File: config.mk
export PLATFORM = sky130hd
export DESIGN_NAME = kmm_cell
export DESIGN_NICKNAME = d
export VERILOG_FILES = /design/src/sv/kmm_pkg.sv /design/src/sv/kmm_cell.sv
export SDC_FILE = /design/constraint.sdc
export NUM_CORES = 1
export LEC_CHECK = 0
export BUFFER_PORTS_ARGS = -buffer_cell sky130_fd_sc_hd__clkbuf_2
export CAP_MARGIN = 25
export CORE_AREA = 3 3 65 67
export DETAILED_ROUTE_END_ITERATION = 7
export DIE_AREA = 0 0 68 70
export MAX_ROUTING_LAYER = met4
export PLACE_DENSITY_LB_ADDON = 0.25
export SLEW_MARGIN = 20
export SYNTH_ARGS = -nofsm -noshare
export SYNTH_HDL_FRONTEND = slang
export SYNTH_SLANG_ARGS = --single-unit
File: constraint.sdc
create_clock -name clock -period 0.9 [get_ports clock]
set_input_delay 0.045 -clock clock [delete_from_list [all_inputs] [get_ports clock]]
set_output_delay 0.045 -clock clock [all_outputs]
set_load 0.005 [all_outputs]
File: src/sv/kmm_pkg.sv
`timescale 1ns / 1ps

package kmm_pkg;

   // Configuration register indexes.
   localparam logic [2:0] REG_STATISTICS_MODE = 3'd0;
   localparam logic [2:0] REG_PARTICLE_COUNT  = 3'd1;
   localparam logic [2:0] REG_COEF_X          = 3'd2;
   localparam logic [2:0] REG_COEF_Y          = 3'd3;
   localparam logic [2:0] REG_COEF_Z          = 3'd4;

   // Statistics modes; the undefined code behaves as distinguishable.
   localparam logic [1:0] MODE_DISTINGUISHABLE = 2'd0;
   localparam logic [1:0] MODE_BOSON           = 2'd1;
   localparam logic [1:0] MODE_FERMION         = 2'd2;
   localparam logic [1:0] MODE_UNDEFINED       = 2'd3;

   // Result outcome codes.
   localparam logic [1:0] OUT_ACCEPT    = 2'd0;
   localparam logic [1:0] OUT_EXCLUSION = 2'd1;
   localparam logic [1:0] OUT_REJECT    = 2'd2;
   localparam logic [1:0] OUT_RANGE     = 2'd3;

   // Field widths of the streams.
   localparam int COEF_BITS  = 24;
   localparam int DRAW_BITS  = 16;
   localparam int WEIGHT_BITS = 32;

   // Controls of one ring cell.
   typedef struct packed {
      logic shift;
      logic load;
   } cell_ctl_type;

endpackage

File: src/sv/kmm_cell.sv
`timescale 1ns / 1ps

module kmm_cell #(
   parameter int ENTRY_BITS = 24
) (
   input  logic                      clock,
   input  logic                      reset,
   input  kmm_pkg::cell_ctl_type     ctl,
   input  logic [ENTRY_BITS-1:0]     shift_in,
   input  logic [ENTRY_BITS-1:0]     load_data,
   output logic [ENTRY_BITS-1:0]     entry_ff
);

   // One particle entry: loaded by an update or passed along the ring.
   always_ff @(posedge clock) begin
      if (reset) begin
         entry_ff <= '0;
      end else if (ctl.load) begin
         entry_ff <= load_data;
      end else if (ctl.shift) begin
         entry_ff <= shift_in;
      end
   end

endmodule

* Word-level counts from Yosys, hierarchy flattened
Index checks and enable logic that the tools add are counted.
** Storage, ports and cells
- Bits in registers :: 24
- Memory bits (read-only) :: 0
- Latch bits :: 0
- Bits in writable memories :: 0
- Memories :: 0
- Input bits :: 52
- Output and inout bits :: 24
- Word-level logic and storage cells :: 4
** Operators by class
- Div/mod/pow operators :: 0
- Bitwise gates (word level) :: 0
- Add/subtract/negate cells :: 0
- Muxes and demuxes :: 2
- Multiply operators :: 0
- $lt $le $gt $ge :: 0
- Equality and inequality tests :: 0
- Shift-type cells :: 0
- Reduce and logical (&&, ||, !) cells :: 1
** Operators with widths (number)
- 24-bit 2-to-1 mux :: 2
- 2-bit nonzero test :: 1

* Logic depth before layout (Yosys ltp)
- Word-level depth :: 2
- Mapped depth :: 4

* Worst setup path before layout
Ideal clock, no wire load.
- Kind :: input -> register
- Start :: input ctl[1] (netlist bit)
- End :: register entry_ff[10]
- Arrival :: 0.579 ns
- Required time :: 0.770 ns
- Path buffers :: 2
- Stages on the path :: 4
- Slack :: 0.191 ns
- Cells stage by stage :: buf_6 buf_12 mux2i_1 a211oi_2
** On the way
- Cells in the longest elaborated chain, start to end :: 1
** RTL lines
- start: declaration :: line kmm_cell.sv:8 : input kmm_pkg::cell_ctl_type ctl,
- 2-bit nonzero test (no line)
- end signal: assignment :: line kmm_cell.sv:19 : entry_ff <= load_data;
- end signal: assignment :: line kmm_cell.sv:21 : entry_ff <= shift_in;
- end: declaration :: line kmm_cell.sv:11 : output logic [ENTRY_BITS-1:0] entry_ff
No other way between the ends.
A chain may end at the register's enable or synchronous reset.

* Final worst setup path
- Start :: register entry_ff[14]
- End :: output entry_ff[14]
No word-level cell between the ends.

==> impl_metrics.json <==
{
  "routabilityCongestion": 0.6112,
  "avgSynthCellArea_um2": 11.64,
  "cp-end-kind": "output pin",
  "max_slew_margin_pct": 74.84,
  "postCtsSetupRepairBufs": 0,
  "top_register": "entry_ff",
  "wl_um": 2939,
  "max_freq_ghz": 1.289,
  "hold_class": "in2reg",
  "period_share_pct": 86.21,
  "slowest_stage": "dfxtp_1",
  "io_pins": 76,
  "intPower_mw": 1.838,
  "tightest_slew_ns": 0.3774,
  "grt_max_degree": 25,
  "rsz0062_at_grt": "false",
  "routedWlPerCell_um": 12.72,
  "reg.largest.list": "entry_ff x24",
  "cpPeakStageDelay_ns": 0.36,
  "grt_antenna_before_repair": 0,
  "die_y_um": 70,
  "root_buffer": "clkbuf_8",
  "skew_ns": 0,
  "hold_buffers": 0,
  "powerDensity_mw_per_mm2": 1401,
  "cts_buffers": 3,
  "dieArea_mm2": 0.004760,
  "slew_violations": 0,
  "row_count": 22,
  "yosysWarnings": 0,
  "crit_buf_inv": 1,
  "cp_data_arrival_time_ns": 0.73,
  "final_common_cell": "clkbuf_2",
  "ys_types": 10,
  "dr.pass1.iters": 3,
  "grt_overflow": 0,
  "drt-initial-drc-count": 23,
  "cp-start-kind": "register",
  "grt_pass1_wl_um": 4754,
  "pwr-share-clk_pct": 29.4,
  "synth_nets": 158,
  "crit_family": "flip-flops",
  "swShare_pct": 24.98,
  "syn_inst": 106,
  "outcome": "completed",
  "clk_latency_ns": 0.26,
  "seqPwrFrac_pct": 48.3,
  "nNetsFinal": 236,
  "combPwrFrac_pct": 22.2,
  "yosysSeqAreaShare_pct": 38.95,
  "drc": 0,
  "tns_ns": 0,
  "grt_pass1_vias": 1152,
  "cts_buffer_depth": 2,
  "die_x_um": 68,
  "syn_area_mm2": 0.001234,
  "cts_tree": "done",
  "coreArea_mm2": 0.003689,
  "dp_hpwl_um": 2386,
  "fin_hold_ws_ns": 0.05629,
  "cts.sinks": 24,
  "grt_usage_pct": 12.72,
  "power_switching_uw": 611.9,
  "ir_drop_mv": 0.6087,
  "drv_cap": 0,
  "final_cell_mix": "clkbuf_2 (75), mux2i_1 (24), nor2b_1 (24), dfxtp_1 (24), a211oi_2 (20)",
  "h-tree-depth": 1,
  "path_clk_slew_ns": 0.08,
  "largest_reg_flops": 24,
  "antennaDiodeCount": 0,
  "required_ns": 0.85,
  "critPathKind": "reg2out",
  "hold_viol_final": 0,
  "drtAntennaViolNets": 0,
  "syn_to_final_growth_pct": 41.68,
  "post_cts_resized": 0,
  "p_leak_nw": 0.8435,
  "setup_viol_count_final": 0,
  "synth_seq_cells": 24,
  "path_max_fanout": 2,
  "start_util_pct": 33.45,
  "path_cells": "clkbuf_2",
  "layout-drive-gt1-share_pct": 57.92,
  "via_count": 1081,
  "period_minus_slack_ns": 0.7759,
  "portBuffers": 75,
  "avgViaCountPerCell": 4.680
}
## path summary, 6_finish.rpt
| kind | startpoint | end | slack [ns] | cells after the start |
|---|---|---|---|---|
| worst max-delay path | entry_ff[14] | entry_ff[14] | 0.12 | 1 |
| worst min-delay path | load_data[21] | entry_ff[21] | 0.06 | 3 |
| worst max register to register | entry_ff[11] | entry_ff[11] | 0.17 | 2 |
| worst min register to register | entry_ff[21] | entry_ff[21] | 0.57 | 2 |
## cells by family after synthesis
family	share of synthesized area [%]
AND/OR/NAND/NOR	12.17
AO/OA/AOI/OAI	22.72
buffers and inverters	6.694
flip-flops	38.95
multiplexers	19.47
## area by class of cell
| type | instances | area [um^2] |
|---|---|---|
| clock buffer | 4 | 55.05 |
| fill | 377 | 1941 |
| inverter | 1 | 3.754 |
| multi-input combinational | 72 | 670.6 |
| sequential | 24 | 480.5 |
| tap | 48 | 60.06 |
| timing repair buffer | 82 | 478.0 |
## power by group through the flow
stage / Clock, mW / Sequential (mW) / Combinational [mW]
after global routing: 0.789 / 1.20 / 0.602
final: 0.721 / 1.18 / 0.545
after floorplan: 0 / 1.21 / 0.291
after CTS: 0.757 / 1.19 / 0.557
after detailed placement: 0 / 1.21 / 0.556
after global placement: 0 / 1.21 / 0.541
## routing by layer
layer  vias to the layer above  GRT usage [%]  wire length (um)
met2                        50          23.34              1476
met1                       494          14.54              1181
met5                         -              -                 0
li1                        537              -                 -
met3                         0          2.090               281
met4                         0          1.325                 0
## per-stage QoR
step                setup slack, ns  util, %  total power [mW]  instances  area (um^2)
detailed placement          0.05885    45.90             1.765        227         1693
global placement             0.1070    45.90             1.747        227         1693
CTS                          0.1129    47.39             2.499        231         1748
finish                       0.1241    47.39             2.450        231         1748
floorplan                    0.1914        -             1.505        106         1234
global route                0.08010    47.39             2.587        231         1748
## cell usage after synthesis (all sizes together)
cell | number | area [um^2]
buf | 7 | 71.32
clkbuf | 2 | 7.510
inv | 1 | 3.750
dfxtp | 24 | 480.5
a211oi | 24 | 280.3
nor2b | 24 | 150.1
mux2i | 24 | 240.2
Power figures use the tool's default switching activity.
